### config.mk
export PLATFORM = sky130hd
export DESIGN_NAME = oaht_mod
export DESIGN_NICKNAME = d
export VERILOG_FILES = /design/src/hdl/oaht_pkg.sv /design/src/hdl/oaht_mod.sv
export SDC_FILE = /design/constraint.sdc
export NUM_CORES = 1
export LEC_CHECK = 0
export ABC_CLOCK_PERIOD_IN_PS = 4550
export BUFFER_PORTS_ARGS = -buffer_cell sky130_fd_sc_hd__buf_2
export CORE_MARGIN = 8
export CORE_UTILIZATION = 35
export DETAILED_ROUTE_END_ITERATION = 12
export GPL_TIMING_DRIVEN = 1
export SETUP_SLACK_MARGIN = 0.02
export SLEW_MARGIN = 40
export SYNTH_ARGS = -nofsm -noshare
export SYNTH_HDL_FRONTEND = slang
export SYNTH_SLANG_ARGS = --single-unit
### constraint.sdc
create_clock -name clk -period 4.55 [get_ports clk]
set_clock_uncertainty 0.2 [all_clocks]
set_input_delay 0.455 -clock clk [delete_from_list [all_inputs] [get_ports clk]]
set_output_delay 0.455 -clock clk [all_outputs]
set_load 0.005 [all_outputs]
### src/hdl/oaht_pkg.sv
// ----------------------------------------------------------------------------
// oaht_pkg
// Shared types and constants of the open-addressed hash table.
// ----------------------------------------------------------------------------
package oaht_pkg;

  localparam int DEF_SLOTS     = 1024;
  localparam int DEF_KEY_BYTES = 11;
  localparam int MAX_KEY_BYTES = 11;

  localparam int HASH_W  = 32;
  localparam int DIV_W   = 64;
  localparam int SIZE_W  = 11;
  localparam int SLOT_W  = 10;
  localparam int PROBE_W = 11;

  localparam logic [HASH_W-1:0] DJB2_SEED  = 32'd5381;
  localparam logic [SIZE_W-1:0] RESET_SIZE = 11'd1024;

  localparam logic OP_INSERT = 1'b0;
  localparam logic OP_LOOKUP = 1'b1;

  typedef struct packed {
    logic        opcode;
    logic [63:0] key_low;
    logic [23:0] key_high;
  } item_t;

  typedef struct packed {
    logic [SLOT_W-1:0]  slot;
    logic               found;
    logic [PROBE_W-1:0] probes;
    logic               status;
  } result_t;

endpackage

### src/hdl/oaht_mod.sv
// ----------------------------------------------------------------------------
// oaht_mod
// Bit-serial restoring remainder of a 64-bit word by an 11-bit divisor.
// ----------------------------------------------------------------------------
module oaht_mod (
  input  logic                        clk,
  input  logic                        rst,
  input  logic                        start,
  input  logic [oaht_pkg::DIV_W-1:0]  dividend,
  input  logic [oaht_pkg::SIZE_W-1:0] divisor,
  output logic                        done,
  output logic [oaht_pkg::SIZE_W-1:0] rem
);
  import oaht_pkg::*;

  localparam int CNT_W = $clog2(DIV_W);

  logic [DIV_W-1:0]  sh;
  logic [CNT_W-1:0]  cnt;
  logic              run;
  logic [SIZE_W:0]   trial;

  // The remainder stays below the divisor, so the trial fits in one extra bit.
  assign trial = {rem, sh[DIV_W-1]};

  always_ff @(posedge clk) begin
    if (rst) begin
      run  <= 1'b0;
      done <= 1'b0;
    end else begin
      done <= 1'b0;
      if (start) begin
        sh  <= dividend;
        rem <= '0;
        cnt <= '0;
        run <= 1'b1;
      end else if (run) begin
        if (trial >= {1'b0, divisor}) begin
          rem <= SIZE_W'(trial - {1'b0, divisor});
        end else begin
          rem <= SIZE_W'(trial);
        end
        sh  <= sh << 1;
        cnt <= cnt + 1'b1;
        if (cnt == CNT_W'(DIV_W - 1)) begin
          run  <= 1'b0;
          done <= 1'b1;
        end
      end
    end
  end

endmodule

==> results of run 1 <==
worst reg2reg max path, delay by kind of cell (launching register included):
family | cells | cell delay (ns)
AOI/OAI and AO/OA | 4 | 0.83
adders and majority gates | 2 | 0.59
buffers and inverters | 1 | 0.05
DFF | 1 | 0.35
and+or+nand+nor | 2 | 0.62
metal layers:
layer	wire, um	part of all wire (%)
met3	477	5.9
met2	3880	48
met5	0	0
met1	3630	45
met4	125	1.5
kinds of logic (layout without fill, tap and decap cells):
| kind of cell | after synthesis | count (layout) | share of synthesized area, % |
|---|---|---|---|
| XOR/XNOR | 4 | 4 | 0.859 |
| buffers and inverters | 25 | 123 | 2.48 |
| adder cells (fa/ha/maj) | 13 | 13 | 4.17 |
| AND/OR/NAND/NOR | 60 | 60 | 7.82 |
| AO/OA/AOI/OAI | 40 | 40 | 6.69 |
| flip-flops | 83 | 83 | 60.6 |
| multiplexers | 63 | 63 | 17.4 |
power by group through the flow:
stage | Combinational, mW | Clock, mW | Sequential (mW)
floorplan | 0.196 | 0 | 0.944
global placement | 0.273 | 0 | 0.947
detailed placement | 0.281 | 0 | 0.948
CTS | 0.282 | 0.737 | 0.932
global route | 0.312 | 0.759 | 0.938
finish | 0.278 | 0.712 | 0.932
final timing paths:
| check | from | cells past startpoint | endpoint |
|---|---|---|---|
| setup / recovery | sh[63] | 9 | rem[4] |
| hold / removal | rst | 2 | done |
| setup reg to reg | sh[63] | 9 | rem[4] |
| hold reg to reg | run | 1 | done |
sequential cells by signal (all words and copies together) (netlist names):
signal and flops:
sh 64, rem 11, cnt 6, done 1, run 1
placed cells by master (no fill, tap or decap), types with 6 or more instances in the layout:
master | synthesis | final
a21oi_1 | 12 | 12
buf_2 | 0 | 88
ha_1 | 12 | 12
clkbuf_16 | 0 | 9
edfxtp_1 | 81 | 81
inv_1 | 15 | 15
mux2_2 | 63 | 63
nand2_1 | 9 | 9
o21ai_0 | 6 | 6
nor2_1 | 18 | 17
layout make-up:
| cell class | instances | area, um^2 |
|---|---|---|
| multi-input cells | 180 | 1510 |
| well taps | 143 | 179 |
| repair buffers | 92 | 490 |
| fillers | 1132 | 6420 |
| clock inverters | 6 | 56.3 |
| clock buffers | 10 | 229 |
| flip-flops and latches | 83 | 2470 |
| inverters | 15 | 56.3 |
per-stage QoR:
stage / hold slack (ns) / area [um^2] / total power, mW
after floorplan: 0.254 / 4080 / 1.14
after global placement: 0.263 / 4700 / 1.22
after detailed placement: 0.268 / 4710 / 1.23
after CTS: 0.112 / 5000 / 1.95
after global routing: 0.140 / 5000 / 2.01
final: 0.128 / 5000 / 1.92
==> metrics, run 1 <==
status finished, final reports clean; Unique masters post-synth between 40 and 50; max_slew headroom approximately three fifths; total CTS buffers 9; antenna viol nets, final 0; Final GP Congestion slightly above 0.8; num ports 90; initial antenna violation count 0; commonest cells in the netlist edfxtp_1 (81), mux2_2 (63), nor2_1 (18); Sw Share around a quarter; ys async rst share 0%; Synth area leaders edfxtp_1 (60%), mux2_2 (17%), ha_1 (3.7%), nor2_1 (1.7%), a21oi_1 (1.5%); placed insts around 510; Post-DP HPWL approximately 5.6 mm; CP Max Fanout 12; Post-synth EDFFs 81; final non-filler cell total approximately 530; final setup margin between 1.5 and 2 ns; Die ar. 15400 um^2; met3 usage under 10%; predominant post-synthesis flop cell edfxtp_1; CP endpoint kind flop; Layout Nets about 470; design internal power 1.47 mW; Area growth, synth to finish 22.5%; synthesized flop and latch total 83; Avg Cell Area, Syn approximately 14 um^2; crit share post-route 61.3%; Max Freq roughly 360 MHz; Slew @ Worst Pin ~0.60 ns; crit path buf inv count 1; top-count cell post-synth edfxtp_1; reg-to-reg slack, setup around 1.8 ns; Psw approximately 0.45 mW; root buffer cell clkbuf_16; detailed-route via count 2602; drt pass-1 iters 4; initial DRC count ~220; Starting Density a little over a third; Reg power frac 48.5%; CTS resizes 0; Hold Crit Class in -> reg; Slew Limit Fails 0; critical path class reg -> reg; Core Area 11400 um^2; largest net degree at the start of global routing 51; GRT overflow 0; yosys warns 0; Leak roughly 2 nW; RSZ-0062 raised after global routing false; cts hold-fix bufs 0; crit start category flop; Worst path max stage delay 0.41 ns; share of layout cells above drive strength 1 a little under half; DRC Markers 0; met2 usage 17.4%; Gate power share about 14%; TritonCTS clock tree done; setup_tns 0 ns; GR peak layer met2; Die Y between 100 and 150 um; min Tclk post-route around 2.8 ns; critical path's slowest cell or3_1; met1 Use GR roughly 14%; share of the synthesized area in the top cell type 59.6%; GRT Util Overall between 10% and 20%; number of global-route vias before repair around 2700; post-synth top area cell edfxtp_1; clk buf depth 2; crit-path cells inv_1 -> ha_1 -> fa_1 -> nand2b_1 -> a21oi_2 -> o21ai_1 -> a21o_1 -> or3_1 -> a21oi_1; final WL ~8.1 mm; Final Hold Viols 0; Worst EP arrival between 2 and 3 ns; Synth Net Count between 300 and 400; clk_lat worst skew around 0.33 ns; diodes inserted 0; clock sink total 83; post-CTS setup buffer count 0; max_cap viols 0; H-tree depth 3; drt via density between 4 and 5; Final setup viols 0; drt wl/cell around 15 um; first-pass GRT wire length 13.3 mm; pre-CTS setup slack roughly 1.6 ns; Synth Cell Area between 4000 and 5000 um^2; # rows 39; Die Wd approximately 120 um; Pwr Density 385 nW/um^2; synthesized instance count roughly 290; utilization after layout a little over two fifths; Data required, critical path 4.53 ns; port buffer count a little under 90; sequential fraction of the synthesis area roughly three fifths; Clk pin slew, worst setup/hold paths approximately 0.060 ns; Clk pwr share between 30% and 40%; maximum VDD drop approximately 0.00020 V; CP top delay family compound AO/OA/AOI/OAI gates
Note: power is estimated with default switching activity, not from simulation.
==> inputs of run 2 (changes only) <==
- ABC_CLOCK_PERIOD_IN_PS: 4550 -> 2860
- clock period: 4.55 -> 2.86 ns (I/O delays scaled with it)
==> run 2 against run 1 <==
  * First-iteration DRC count down 48%
  * Core utilization hardly changed
  * Combinational power rose by 62%
  * Sequential power increased by 59%
  * Final cell count rose by 0.19%
  * Critical path depth unchanged
  * Critical path type unchanged
  * Critical endpoint unchanged
  * Largest cell class unchanged
  * Design area hardly changed
  * Sequential share of layout area hardly changed
==> metrics, run 2 (synthesis gave the netlist of run 1 again) <==
drt wl/cell 14.9 um (was 15.3 um); Met1 Wirelength 3.50 mm (was 3.63 mm); Clk pin slew, worst setup/hold paths 0.06 ns (about the same); Die Y 124 um (unchanged); Layout Nets 473 (was 472); port buffer count 89 (unchanged); Hold Crit Class in -> reg (unchanged); crit share post-route 91.9% (was 61.3%); Sw Share 24.4% (was 23.6%); DP Area 4720 um^2 (was 4710 um^2); met3 wire length 568 um (was 477 um); drt via density 4.91 (was 4.92); # rows 39 (unchanged); initial DRC count 116 (was 224); status finished, final reports clean (unchanged); Leak 1.94 nW (about the same); Area growth, synth to finish 22.4% (was 22.5%); initial antenna violation count 1 (was 0); Die ar. 15400 um^2 (unchanged); drt pass-1 iters 4 (unchanged); Data required, critical path 2.85 ns (was 4.53 ns); CP endpoint kind flop (unchanged); detailed-route via count 2600 (was 2602); Worst path max stage delay 0.39 ns (was 0.41 ns); GRT overflow 0 (unchanged); most common cell after layout, fill and taps aside buf_2 (unchanged); largest net degree at the start of global routing 83 (was 51); Final setup viols 0 (unchanged); Reg power frac 49.7% (was 48.5%); num ports 90 (unchanged); setup_tns 0 ns (unchanged); H-tree depth 3 (unchanged); post-CTS setup buffer count 0 (unchanged); Starting Density 35.7% (unchanged); max reg flops 64 (unchanged); largest registers sh x64, rem x11, cnt x6 (unchanged); Final GP Congestion 0.822 (was 0.818); crit start category flop (unchanged); register area 2470 um^2 (unchanged); first-pass GRT wire length 13.0 mm (was 13.3 mm); uppermost layer routed met5 (was met4); Largest Register sh (unchanged); Gate power share 15.0% (was 14.5%); number of global-route vias before repair 2697 (was 2712); area of the multi-input gates 1520 um^2 (was 1510 um^2); Die Wd 124 um (unchanged); diodes inserted 0 (unchanged); Slew Limit Fails 0 (unchanged); # fillers 1098 (was 1132); RSZ-0062 raised after global routing false (unchanged); Max Freq 380 MHz (was 359 MHz); max_slew headroom 68.0% (was 60.1%); antenna viol nets, final 0 (unchanged); min Tclk post-route 2.63 ns (was 2.79 ns); DRC Markers 0 (unchanged); Clk pwr share 35.3% (was 37.0%); root buffer cell clkbuf_16 (unchanged); clk_lat worst skew 0.34 ns (was 0.33 ns); clk buf depth 2 (unchanged); Total Power 2.98 mW (was 1.92 mW); GRT Util Overall 10.9% (was 11.1%); design internal power 2.26 mW (was 1.47 mW); final WL 7.92 mm (was 8.11 mm); Core Area 11400 um^2 (unchanged); Slew @ Worst Pin 0.481 ns (was 0.598 ns); utilization after layout 43.8% (about the same); max_cap viols 0 (unchanged); clock sink total 83 (unchanged); TritonCTS clock tree done (unchanged); Worst EP arrival 2.62 ns (was 2.77 ns); crit-path cells inv_1 -> ha_1 -> fa_1 -> nand2b_1 -> a21oi_2 -> o21ai_1 -> a21o_2 -> or3_1 -> a21oi_1 (was inv_1 -> ha_1 -> fa_1 -> nand2b_1 -> a21oi_2 -> o21ai_1 -> a21o_1 -> or3_1 -> a21oi_1); routed length on met2 3.68 mm (was 3.88 mm); post-route cell area 5000 um^2 (about the same); Post-DP HPWL 5.47 mm (was 5.63 mm); Pwr Density 597 nW/um^2 (was 385 nW/um^2); CP Max Fanout 12 (unchanged); Psw 0.730 mW (was 0.453 mW); critical path's slowest cell or3_1 (unchanged); critical path class reg -> reg (unchanged); maximum VDD drop 0.000334 V (was 0.000205 V); share of layout cells above drive strength 1 45.7% (was 45.6%); most frequent cells in the layout buf_2 (88), edfxtp_1 (81), mux2_2 (63) (unchanged); Final Hold Viols 0 (unchanged); total CTS buffers 9 (unchanged)
run 2: path summary, 6_finish.rpt:
check                                 start     end  slack [ns]  depth (start not counted)
worst min register to register          run    done        0.28                          1
worst min-delay path            dividend[0]   sh[0]        0.03                          2
worst max-delay path                 sh[63]  rem[4]        0.23                          9
worst max register to register       sh[63]  rem[4]        0.23                          9
run 2: metal layers:
metal,track usage (%),vias up
li1,-,1290
met1,13.6,1230
met2,16.4,64
met3,3.76,14
met4,6.02,2
met5,0,-
run 2: area by class of cell:
type                    instances  area share [%]
flip-flops and latches         83            49.5
multi-input cells             180            30.3
repair buffers                 93            10.1
clock buffers                   9            4.51
well taps                     143            3.58
inverters                      15            1.13
clock inverters                 7           0.851
run 2: worst max-delay path: cells and delay by family, from the launching register on:
| family | cells | cell delay (ns) |
|---|---|---|
| simple gates | 2 | 0.60 |
| buf+inv | 1 | 0.04 |
| fa+ha+maj | 2 | 0.58 |
| flops | 1 | 0.34 |
| compound gates | 4 | 0.72 |
run 2: power groups by stage:
stage                     clock network [mW]  logic (mW)  registers [mW]
final                                   1.05       0.449            1.48
after global routing                    1.15       0.504            1.49
after CTS                               1.10       0.454            1.48
after detailed placement                   0       0.451            1.51
after global placement                     0       0.443            1.51
after floorplan                            0       0.312            1.50
run 2: through the flow:
| stage | worst slack (ns) | instances | hold WS [ns] |
|---|---|---|---|
| 3_3_place_gp | 0.263 | 513 | 0.266 |
| 3_5_place_dp | 0.172 | 513 | 0.276 |
| 4_1_cts | 0.197 | 530 | 0.0139 |
| 5_1_grt | 0.0382 | 530 | 0.0269 |
| 6_report | 0.230 | 530 | 0.0334 |
| 2_1_floorplan | 0.345 | 288 | 0.162 |
run 2: timing repair:
item | 4_1_cts | 5_1_grt
gates resized for setup | 0 | 1
hold endpoints to repair | 1 | 0
setup endpoints to repair | 0 | 2
hold buffers | 1 | 0
