[config.mk]
export PLATFORM = sky130hd
export DESIGN_NAME = oaht_hash
export DESIGN_NICKNAME = d
export VERILOG_FILES = /design/src/hdl/oaht_pkg.sv /design/src/hdl/oaht_hash.sv
export SDC_FILE = /design/constraint.sdc
export NUM_CORES = 1
export LEC_CHECK = 0
export BUFFER_PORTS_ARGS = -buffer_cell sky130_fd_sc_hd__buf_2
export CORE_ASPECT_RATIO = 0.6
export CORE_MARGIN = 2
export CORE_UTILIZATION = 53
export CTS_BUF_LIST = sky130_fd_sc_hd__clkbuf_4
export DETAILED_ROUTE_END_ITERATION = 6
export PLACE_DENSITY = 0.91
export SLEW_MARGIN = 10
export SYNTH_ARGS = -nofsm -noshare
export SYNTH_HDL_FRONTEND = slang
export SYNTH_SLANG_ARGS = --single-unit
[constraint.sdc]
create_clock -name clk -period 7.2 [get_ports clk]
set_clock_uncertainty 0.1 [all_clocks]
set_input_delay 1.44 -clock clk [delete_from_list [all_inputs] [get_ports clk]]
set_output_delay 1.44 -clock clk [all_outputs]
set_load 0.01 [all_outputs]
[src/hdl/oaht_pkg.sv]
// ----------------------------------------------------------------------------
// oaht_pkg
// Shared types and constants of the open-addressed hash table.
// ----------------------------------------------------------------------------
package oaht_pkg;

  localparam int DEF_SLOTS     = 1024;
  localparam int DEF_KEY_BYTES = 11;
  localparam int MAX_KEY_BYTES = 11;

  localparam int HASH_W  = 32;
  localparam int DIV_W   = 64;
  localparam int SIZE_W  = 11;
  localparam int SLOT_W  = 10;
  localparam int PROBE_W = 11;

  localparam logic [HASH_W-1:0] DJB2_SEED  = 32'd5381;
  localparam logic [SIZE_W-1:0] RESET_SIZE = 11'd1024;

  localparam logic OP_INSERT = 1'b0;
  localparam logic OP_LOOKUP = 1'b1;

  typedef struct packed {
    logic        opcode;
    logic [63:0] key_low;
    logic [23:0] key_high;
  } item_t;

  typedef struct packed {
    logic [SLOT_W-1:0]  slot;
    logic               found;
    logic [PROBE_W-1:0] probes;
    logic               status;
  } result_t;

endpackage

[src/hdl/oaht_hash.sv]
// ----------------------------------------------------------------------------
// oaht_hash
// Byte-serial djb2 hash, one key byte per cycle, lowest byte first.
// ----------------------------------------------------------------------------
module oaht_hash #(
  parameter int KEY_BYTES = oaht_pkg::DEF_KEY_BYTES
) (
  input  logic                        clk,
  input  logic                        rst,
  input  logic                        start,
  input  logic [8*KEY_BYTES-1:0]      key,
  output logic                        done,
  output logic [oaht_pkg::HASH_W-1:0] hash
);
  import oaht_pkg::*;

  localparam int KEY_W = 8 * KEY_BYTES;
  localparam int CNT_W = $clog2(KEY_BYTES + 1);

  logic [KEY_W-1:0] sh;
  logic [CNT_W-1:0] cnt;
  logic             run;

  // Only the low 32 bits of the hash survive, so the sum is kept at 32 bits.
  always_ff @(posedge clk) begin
    if (rst) begin
      run  <= 1'b0;
      done <= 1'b0;
    end else begin
      done <= 1'b0;
      if (start) begin
        sh   <= key;
        hash <= DJB2_SEED;
        cnt  <= '0;
        run  <= 1'b1;
      end else if (run) begin
        hash <= (hash << 5) + hash + HASH_W'(sh[7:0]);
        sh   <= sh >> 8;
        cnt  <= cnt + 1'b1;
        if (cnt == CNT_W'(KEY_BYTES - 1)) begin
          run  <= 1'b0;
          done <= 1'b1;
        end
      end
    end
  end

endmodule

==> impl_metrics.toml, run 1 <==
[outcome]
status = "completed"

[yosys]
synth_top_area_cell = "edfxtp_1"
synth-edff-count = 124
synth_top_area_share_pct = 50.7
yosys_most_used_dff = "edfxtp_1"
yosysSeqAreaShare_pct = 51.2
yosysWarnings = 0
synth_fp_nets = 705
syn_area_per_cell_um2 = 13.4
synthArstFlopShare_pct = 0
synthTopCellsByArea = "edfxtp_1 51%, mux2_2 13%, ha_1 10%"
netlist_area_um2 = 7350
synth_cell_types = 64
synth_cells = 550
ys_ff_latch = 126

[critical_path]
cp.arrival_ps = 3940
rr_startpoint = "hash[0]$_SDFFCE_PP1P_"
worstSetupPathType = "reg -> reg"
r2r_cells = 10
endpoint_kind = "flop"
startpoint_type = "flop"
worstSetupStartpoint = "hash[0]$_SDFFCE_PP1P_"
crit_path_max_fanout = 5
worst-endpoint-required_ps = 7370

[pwr]
p_per_area_nw_per_um2 = 318
p_leak_nw = 3.38
power_mw = 2.65
irDropWorstVdd_v = 0.000126

[clocking]
hold_buffers = 0
htree_levels = 4
clkTransAtPathRegs_ps = 110
insertion_delay_ps = 510
cts_max_path_buffers = 2
cts_setup_buffers = 0
ctsResizeCount = 0
cts_tree = "yes"
clockRootBuffer = "clkbuf_4"
cts_buffers = 17
clock_sinks = 126

[die]
row_count = 33
die_w_um = 156
dieArea_um2 = 14800
io_pins = 124
initial_core_util_pct = 54.1
floorplan.core_area_um2 = 13600
die_y_um = 95.2

[place]
placed_cells_incl_taps = 822
dp_hpwl_mm = 11.8
place_congestion = 0.995
placement.io_buffers = 123

[layout]
n_antenna_cell = 0
syn_to_final_growth_pct = 13.1
postLayoutCoreUtil_pct = 61.2
final_cell_count_no_fill = 854
num-fill-cells = 1019
nets = 821
layout-drive-gt1-share_pct = 38.3

[timing]
finalCritPeriodShare_pct = 52.4
finalSetupTns_ps = 0
rsz0062_at_grt = "false"
relSlewSlack_pct = 37.4
fin_crit_ps = 3770
setup_viol = 0
fmax_mhz = 265
hold_viol_final = 0
tightest_slew_ps = 936
slew_viol_final = 0
holdWs_ps = 411

[route]
wl_per_cell_um = 18.9
drtIter0Drc = 461
drt-pass1-iter-count = 5
drc = 0
viasPerCell = 5.86
antenna_left = 0
vias = 5004
drt_wl_total_mm = 16.2

[global_routing]
grt_pass1_vias = 5086
grt_pass1_wl_mm = 25.6
antenna_found_initial = 0
grt_overflow = 0
track_usage_pct = 22.7
grt_max_degree = 95

[flow_run]
cap_violations = 0

[worst_hold_path]
worst_hold_path.num_cells = 1
hold_path.class = "reg -> reg"
worstHoldStart = "run$_SDFF_PP0_"
cell type report:
type	instances	area [um2]	area share (%)
multi-input cells	386	3330	40.1
clock inverters	14	174	2.09
inverters	10	37.5	0.452
flip-flops and latches	126	3760	45.3
well taps	175	219	2.64
repair buffers	125	646	7.77
clock buffers	18	135	1.63
state kept, by name (all words and copies together) (netlist names):
signal and flops:
sh 88, hash 32, cnt 4, done 1, run 1
cells by family (layout without fill, tap and decap cells):
family                     Yosys count  after routing  synth area share, %
DFF                                126            126                 51.2
buffers and inverters               38            167                 3.47
adders and majority gates           64             64                 11.3
xor gates and xnor gates            27             27                 3.22
and+or+nand+nor                    113            113                 7.84
muxes                               84             84                 12.9
AOI/OAI and AO/OA                   98             98                 10.0
synth_stat cells (3+ instances only):
cell type and number:
fa_1 4, and2_1 8, or2_2 3, mux2_2 83
edfxtp_1 124, nand2b_1 5, a21oi_1 27, nor2_1 39
xor2_1 9, nor3_1 6, buf_6 4, clkbuf_1 11
nand3_1 5, o21a_1 5, nor2b_1 7, ha_1 60
a31oi_1 6, nand2_1 19, xnor2_1 18, o21ai_0 15
inv_1 10, a21o_1 14, nand4_1 8, clkbuf_8 7
a21o_2 4
per-stage QoR:
step	setup slack [ps]	cell area [um2]
after global placement	3340	8000
after detailed placement	3280	8000
after CTS	3520	8310
final	3430	8310
after global routing	3310	8310
after floorplan	1690	7350
layout by cell type (no fill, tap or decap), drive strengths merged, types with 2 or more instances in the layout:
cell     instances
and2b            2
nand2           19
a31o             2
edfxtp         124
dfxtp            2
a2111oi          3
and2            10
nor2            39
o21bai           2
a21oi           28
a21o            18
xor2             9
nand2b           5
bufinv           4
or2              3
nor3b            2
o31ai            3
nand3            5
and3             2
inv             10
o21a             5
clkbuf          18
xnor2           18
a221oi           2
nand4            8
nor3             6
clkinv           9
buf            125
nor2b            7
mux2            84
a31oi            6
ha              60
fa               4
a41oi            2
o21ai           18
worst max-delay path, cell delays in order, from the launching register on:
cell and delay, ps:
edfxtp_1 430, inv_1 80, fa_1 540, inv_1 40, ha_1 360, a21oi_1 260
a21oi_1 130, o31ai_1 510, nand3_1 220, a211oi_1 470, mux2_2 380
final timing paths:
path / to / slack [ps]
worst max-delay path: hash[28]$_SDFFCE_PP0P_ / 3430
worst max register to register: hash[28]$_SDFFCE_PP0P_ / 3430
worst min register to register: done$_SDFF_PP0_ / 410
worst min-delay path: done$_SDFF_PP0_ / 410
routing by layer:
layer	global-route usage (%)	wire length, um	up-vias
met5	0	0	-
met4	9.17	381	0
met3	6.27	1670	46
met2	34.6	7090	264
met1	31.1	7040	2372
li1	-	-	2322
power breakdown:
group	internal, mW	leakage, nW	total, mW	switching [mW]
registers	0.921	1.20	0.975	0.0546
clock network	0.274	0.170	0.535	0.261
logic	0.464	2.01	1.13	0.671
No activity file was read; power rests on OpenSTA's default activity.
==> inputs of run 2 (changes only) <==
==> constraint.sdc (replaced) <==
create_clock -name clk -period 3.3 [get_ports clk]
set_clock_uncertainty 0.1 [all_clocks]
set_input_delay 0.66 -clock clk [delete_from_list [all_inputs] [get_ports clk]]
set_output_delay 0.66 -clock clk [all_outputs]
set_load 0.01 [all_outputs]
==> run 2 against run 1 <==
  * Sequential share of layout area decreased by 1.5 points
  * Hold slack got worse by 150 ps
  * Via count increased by 3.1%
  * Die area unchanged
  * Core utilization increased by 2.0 points
  * Final cell count increased by 3.0%
  * Count of clock-buffer cells in the layout decreased by 1
  * Critical path type unchanged
  * Critical endpoint is now hash[25]$_SDFFCE_PP0P_
  * Largest power group unchanged
==> impl_metrics.toml, run 2 (synthesized netlist as in run 1, its figures left out) <==
[die]
row_count = 33
die_y_um = 95.2
initial_core_util_pct = 54.1
die_w_um = 156
floorplan.core_area_um2 = 13600
io_pins = 124
dieArea_um2 = 14800

[clocking]
cts_buffers = 17
hold_buffers = 0
clockRootBuffer = "clkbuf_4"
cts_tree = "yes"
insertion_delay_ps = 520
clock_sinks = 126
htree_levels = 4
cts_max_path_buffers = 2
clkTransAtPathRegs_ps = 130

[route]
drt_wl_total_mm = 17.0
vias = 5161
antenna_left = 0
drc = 0
viasPerCell = 5.86
wl_per_cell_um = 19.3
drt-pass1-iter-count = 5
drtIter0Drc = 480

[layout]
nets = 844
postLayoutCoreUtil_pct = 63.2
syn_to_final_growth_pct = 16.9
regMostFlops = "sh"
layout-drive-gt1-share_pct = 42.8
final_common_cell = "edfxtp_1"
mostFrequentLayoutCells = "124 x edfxtp_1, 122 x buf_2, 83 x mux2_2"
largest_reg_flops = 88
final_cell_count_no_fill = 880
final_area_um2 = 8590
top_regs = "sh (88), hash (32), cnt (4)"

[timing]
hold_viol_final = 0
setup_viol = 0
relSlewSlack_pct = 64.1
rsz0062_at_grt = "true"
holdWs_ps = 260
finalSetupTns_ps = 0
tightest_slew_ps = 538
finalCritPeriodShare_pct = 98.1
layout_setup_ws_ps = 63.4
slew_viol_final = 0
fmax_mhz = 309
fin_crit_ps = 3240

[critical_path]
worstSetupPathType = "reg -> reg"
crit_path_max_fanout = 3
startpoint_type = "flop"
cp.arrival_ps = 3420
regToRegSetupSlack_ps = 60
r2r-end = "hash[25]$_SDFFCE_PP0P_"
endpoint_kind = "flop"
r2r_cells = 9
worst-endpoint-required_ps = 3490
rr_startpoint = "hash[6]$_SDFFCE_PP0P_"

[worst_hold_path]
worstHoldStart = "rst"
hold_path.class = "in -> reg"
hold_end = "run$_SDFF_PP0_"
worst_hold_path.num_cells = 2

[global_routing]
track_usage_pct = 23.3
grt_pass1_vias = 5065
grt_pass1_wl_mm = 26.0
grt_max_degree = 87
antenna_found_initial = 3
grt_overflow = 0

[place]
dp_hpwl_mm = 12.4
placed_cells_incl_taps = 841
placement.io_buffers = 123
place_ws_ps = -28.5
place_congestion = 0.935
dpl_cell_area_um2 = 8160

[pwr]
p_comb_share_pct = 45.4
p_int_mw = 3.62
irDropWorstVdd_v = 0.000308
p_per_area_nw_per_um2 = 690
switching_share_pct = 39.0
power_mw = 5.92
p_switching_mw = 2.31
clkPwrFrac_pct = 18.8
pwr-share-seq_pct = 35.9
p_leak_nw = 3.48

[flow_run]
cap_violations = 0

[outcome]
status = "completed"
-- run 2: changes by cell type in the layout (fill, tap and decap cells not counted), sizes merged --
cell      before  now
buf          125  148
clkinvlp       1    2
clkbuf        18   17
diode          0    4
clkinv         9    5
inv           10   15
bufinv         4    2
-- run 2: worst max-delay path, stage by stage (launching register included) --
cell and delay [ps]:
edfxtp_1 510, fa_1 560, ha_4 320, and3_4 190, a221oi_4 80, a21oi_4 210, a41oi_4 170, o31ai_4 350
a41oi_2 190, mux2_4 320
-- run 2: worst max-delay path by stage --
stage,from,endpoint,slack (ps),cells after the start
2_1_floorplan,start,cnt[0]$_SDFFCE_PP0P_,2,4
3_3_place_gp,hash[2]$_SDFFCE_PP1P_,hash[30]$_SDFFCE_PP0P_,30,9
3_5_place_dp,hash[2]$_SDFFCE_PP1P_,hash[30]$_SDFFCE_PP0P_,-30,9
4_1_cts,hash[0]$_SDFFCE_PP1P_,hash[25]$_SDFFCE_PP0P_,20,11
5_1_grt,hash[0]$_SDFFCE_PP1P_,hash[31]$_SDFFCE_PP0P_,-110,12
6_report,hash[6]$_SDFFCE_PP0P_,hash[25]$_SDFFCE_PP0P_,60,9
-- run 2: layout make-up --
cell class                 count  area, um2
fill                         971       5000
sequential                   126       3760
multi-input combinational    386       3440
timing repair buffer         148        831
tap                          175        219
clock inverter                14        161
clock buffer                  17        128
inverter                      10       37.5
antenna                        4       10.0
-- run 2: what timing repair did --
action                                  CTS  global route
pin swaps                                 0            17
endpoints found under the setup margin    2            10
buffers inserted                          0             4
gates resized for setup                   2            19
-- run 2: power groups by stage --
stage                     Combinational, mW  Sequential (mW)  Clock (mW)
after global placement                 2.42             2.15           0
final                                  2.69             2.12        1.11
after CTS                              2.53             2.12        1.14
after global routing                   2.91             2.14        1.20
after detailed placement               2.51             2.16           0
after floorplan                        1.91             2.16           0
-- run 2: routing by layer --
layer | wire [um] | share of wire [%] | track usage [%]
met5 | 0 | 0 | 0
met4 | 364 | 2.1 | 7.57
met3 | 1700 | 10 | 8.55
met2 | 7370 | 43 | 34.6
met1 | 7560 | 44 | 31.9
==> inputs of run 3 (changes only) <==
--- a/config.mk
+++ b/config.mk
@@ -5,13 +5,14 @@
 export SDC_FILE = /design/constraint.sdc
 export NUM_CORES = 1
 export LEC_CHECK = 0
+export ABC_AREA = 1
 export BUFFER_PORTS_ARGS = -buffer_cell sky130_fd_sc_hd__buf_2
 export CORE_ASPECT_RATIO = 0.6
 export CORE_MARGIN = 2
 export CORE_UTILIZATION = 53
 export CTS_BUF_LIST = sky130_fd_sc_hd__clkbuf_4
 export DETAILED_ROUTE_END_ITERATION = 6
-export PLACE_DENSITY = 0.91
+export PLACE_DENSITY = 0.9
 export SLEW_MARGIN = 10
 export SYNTH_ARGS = -nofsm -noshare
 export SYNTH_HDL_FRONTEND = slang
==> run 3 against run 2 <==
  * The run now ends with DRC left
  * Global-route usage grew 2.9 points
  * Design area grew 4.0%
  * Power shrank 13%
  * Register-to-register slack gained 430 ps
  * Synthesized area grew 5.5%
  * Worst setup slack gained 430 ps
==> impl_metrics.toml, run 3 <==
[outcome]
status = "complete, but fails checks"
violations = "DRC"

[global_routing]
antenna_found_initial = 0
track_usage_pct = 26.2
grt_pass1_vias = 6430
grt_overflow = 0
grt_max_degree = 80
grt_pass1_wl_mm = 31.7

[critical_path]
startpoint_type = "flop"
crit_buf_inv = 3
r2r_cells = 15
critical_path.max_stage_delay_ps = 520
cp.arrival_ps = 3040
regToRegSetupSlack_ps = 490
worstSetupStartpoint = "hash[5]$_SDFFCE_PP0P_"
r2r-end = "hash[23]$_SDFFCE_PP0P_"
worst-endpoint-required_ps = 3530
slowest_stage = "fa_1"
rr_startpoint = "hash[5]$_SDFFCE_PP0P_"
endpoint_kind = "flop"
worstSetupPathType = "reg -> reg"
crit_chain = "inv_1 > fa_1 > inv_1 > ha_1 > nand2_1 > nor2_1 > nand2_1 > nand3_1 > nand2_1 > nand2_2 > nand2_2 > nand2_1 > nand2_1 > inv_1 > nor2_2"
worst_path_most_repeated_cell = "nand2_1"
crit_family = "simple AND/OR/NAND/NOR gates"
crit_path_max_fanout = 5

[route]
drt_wl_total_mm = 19.6
drc = 1
drt-pass1-iter-count = 7
wl_per_cell_um = 15.1
vias = 6888
antenna_left = 0
drtIter0Drc = 741
viasPerCell = 5.30

[timing]
rsz0062_at_grt = "false"
finalSetupTns_ps = 0
relSlewSlack_pct = 51.9
setup_viol = 0
tightest_slew_ps = 722
hold_viol_final = 0
fmax_mhz = 356
fin_crit_ps = 2810
slew_viol_final = 0
finalCritPeriodShare_pct = 85.1

[place]
dp_hpwl_mm = 14.9
placed_cells_incl_taps = 1268
dpl_cell_area_um2 = 8610
placement.io_buffers = 123
place_congestion = 0.965

[layout]
final_cell_count_no_fill = 1300
mostFrequentLayoutCells = "445 x nand2_1, 124 x edfxtp_1, 122 x buf_2"
n_antenna_cell = 0
regMostFlops = "sh"
nets = 1244
layout-drive-gt1-share_pct = 16.8
syn_to_final_growth_pct = 15.2
final_area_um2 = 8930
largest_reg_flops = 88
top_regs = "sh (88), hash (32), cnt (4)"
final_common_cell = "nand2_1"

[clocking]
cts_max_path_buffers = 2
insertion_delay_ps = 550
cts_buffers = 17
clkTransAtPathRegs_ps = 150
clockRootBuffer = "clkbuf_4"
clock_sinks = 126
hold_buffers = 0
ctsResizeCount = 0
cts_setup_buffers = 0
cts_tree = "yes"
htree_levels = 4

[yosys]
syn_area_per_cell_um2 = 8.06
yosysMostFrequentCell = "nand2_1"
synth_cell_types = 31
yosysWarnings = 0
synth_fp_nets = 1117
synth_cells = 962
synth_top_area_share_pct = 48.0
yosys_most_used_dff = "edfxtp_1"
synth_top_area_cell = "edfxtp_1"
netlist_top_cells_count = "445 x nand2_1, 124 x edfxtp_1, 114 x inv_1, 61 x nor2_1, 60 x ha_1"
ys_ff_latch = 126
yosysSeqAreaShare_pct = 48.6
netlist_area_um2 = 7750
synth-edff-count = 124
synthArstFlopShare_pct = 0
synthTopCellsByArea = "edfxtp_1 48%, nand2_1 22%, ha_1 9.7%"

[die]
initial_core_util_pct = 53.9
die_y_um = 97.7
die_w_um = 160
io_pins = 124
row_count = 34
floorplan.core_area_um2 = 14400
dieArea_um2 = 15600

[pwr]
p_leak_nw = 4.63
p_per_area_nw_per_um2 = 576
irDropWorstVdd_v = 0.000296

[worst_hold_path]
worst_hold_path.num_cells = 2
hold_end = "done$_SDFF_PP0_"
hold_path.class = "in -> reg"
worstHoldStart = "rst"

[flow_run]
cap_violations = 0
## run 3: cell count changes after synthesis, moves of 15 or more
cell | previous run | this run
mux2_2 | 83 | 0
nand3_1 | 5 | 31
nor2_1 | 39 | 61
nand2_1 | 19 | 445
inv_1 | 10 | 114
xnor2_1 | 18 | 3
## run 3: cells by family (layout without fill, tap and decap cells)
logic type / after synthesis / count (layout) / synth area share (%)
simple gates: 571 / 571 / 29.4
compound gates: 58 / 58 / 4.02
fa+ha+maj: 64 / 64 / 10.7
buf+inv: 139 / 279 / 6.83
flops: 126 / 126 / 48.6
xor+xnor: 4 / 4 / 0.452
## run 3: how the worst max path moves through the flow
| stage | to | slack [ps] | cells past startpoint |
|---|---|---|---|
| finish | hash[23]$_SDFFCE_PP0P_ | 490 | 15 |
| global route | hash[23]$_SDFFCE_PP0P_ | 320 | 15 |
| CTS | hash[23]$_SDFFCE_PP0P_ | 540 | 15 |
| detailed placement | hash[23]$_SDFFCE_PP0P_ | 550 | 15 |
| global placement | hash[31]$_SDFFCE_PP0P_ | 650 | 13 |
| floorplan | cnt[0]$_SDFFCE_PP0P_ | -220 | 4 |
## run 3: cell type report
class / count / area [um2]
Multi-Input combinational cell: 697 / 3470
Inverter: 117 / 444
Fill cell: 1204 / 5450
Tap cell: 198 / 248
Clock inverter: 15 / 195
Timing Repair Buffer: 130 / 683
Sequential cell: 126 / 3760
Clock buffer: 17 / 128
## run 3: layer usage
metal | wire [um] | share of wire, % | GRT usage (%)
met2 | 7970 | 41 | 37.5
met3 | 2340 | 12 | 6.96
met4 | 359 | 1.8 | 6.93
met5 | 38 | 0.19 | 1.95
met1 | 8930 | 45 | 39.2
## run 3: report_power, final
part           switching (mW)  internal [mW]
combinational            1.27          0.640
sequential              0.103           1.96
clock                   0.745          0.430
total                    2.12           3.03
## run 3: stage by stage
step | setup slack [ps] | total power, mW | util (%) | hold slack [ps]
floorplan | -215 | 3.36 | - | 374
global placement | 652 | 3.83 | 59.9 | 392
detailed placement | 547 | 3.92 | 59.9 | 395
CTS | 540 | 5.09 | 62.1 | 212
global route | 315 | 5.46 | 62.1 | 188
finish | 491 | 5.15 | 62.1 | 226
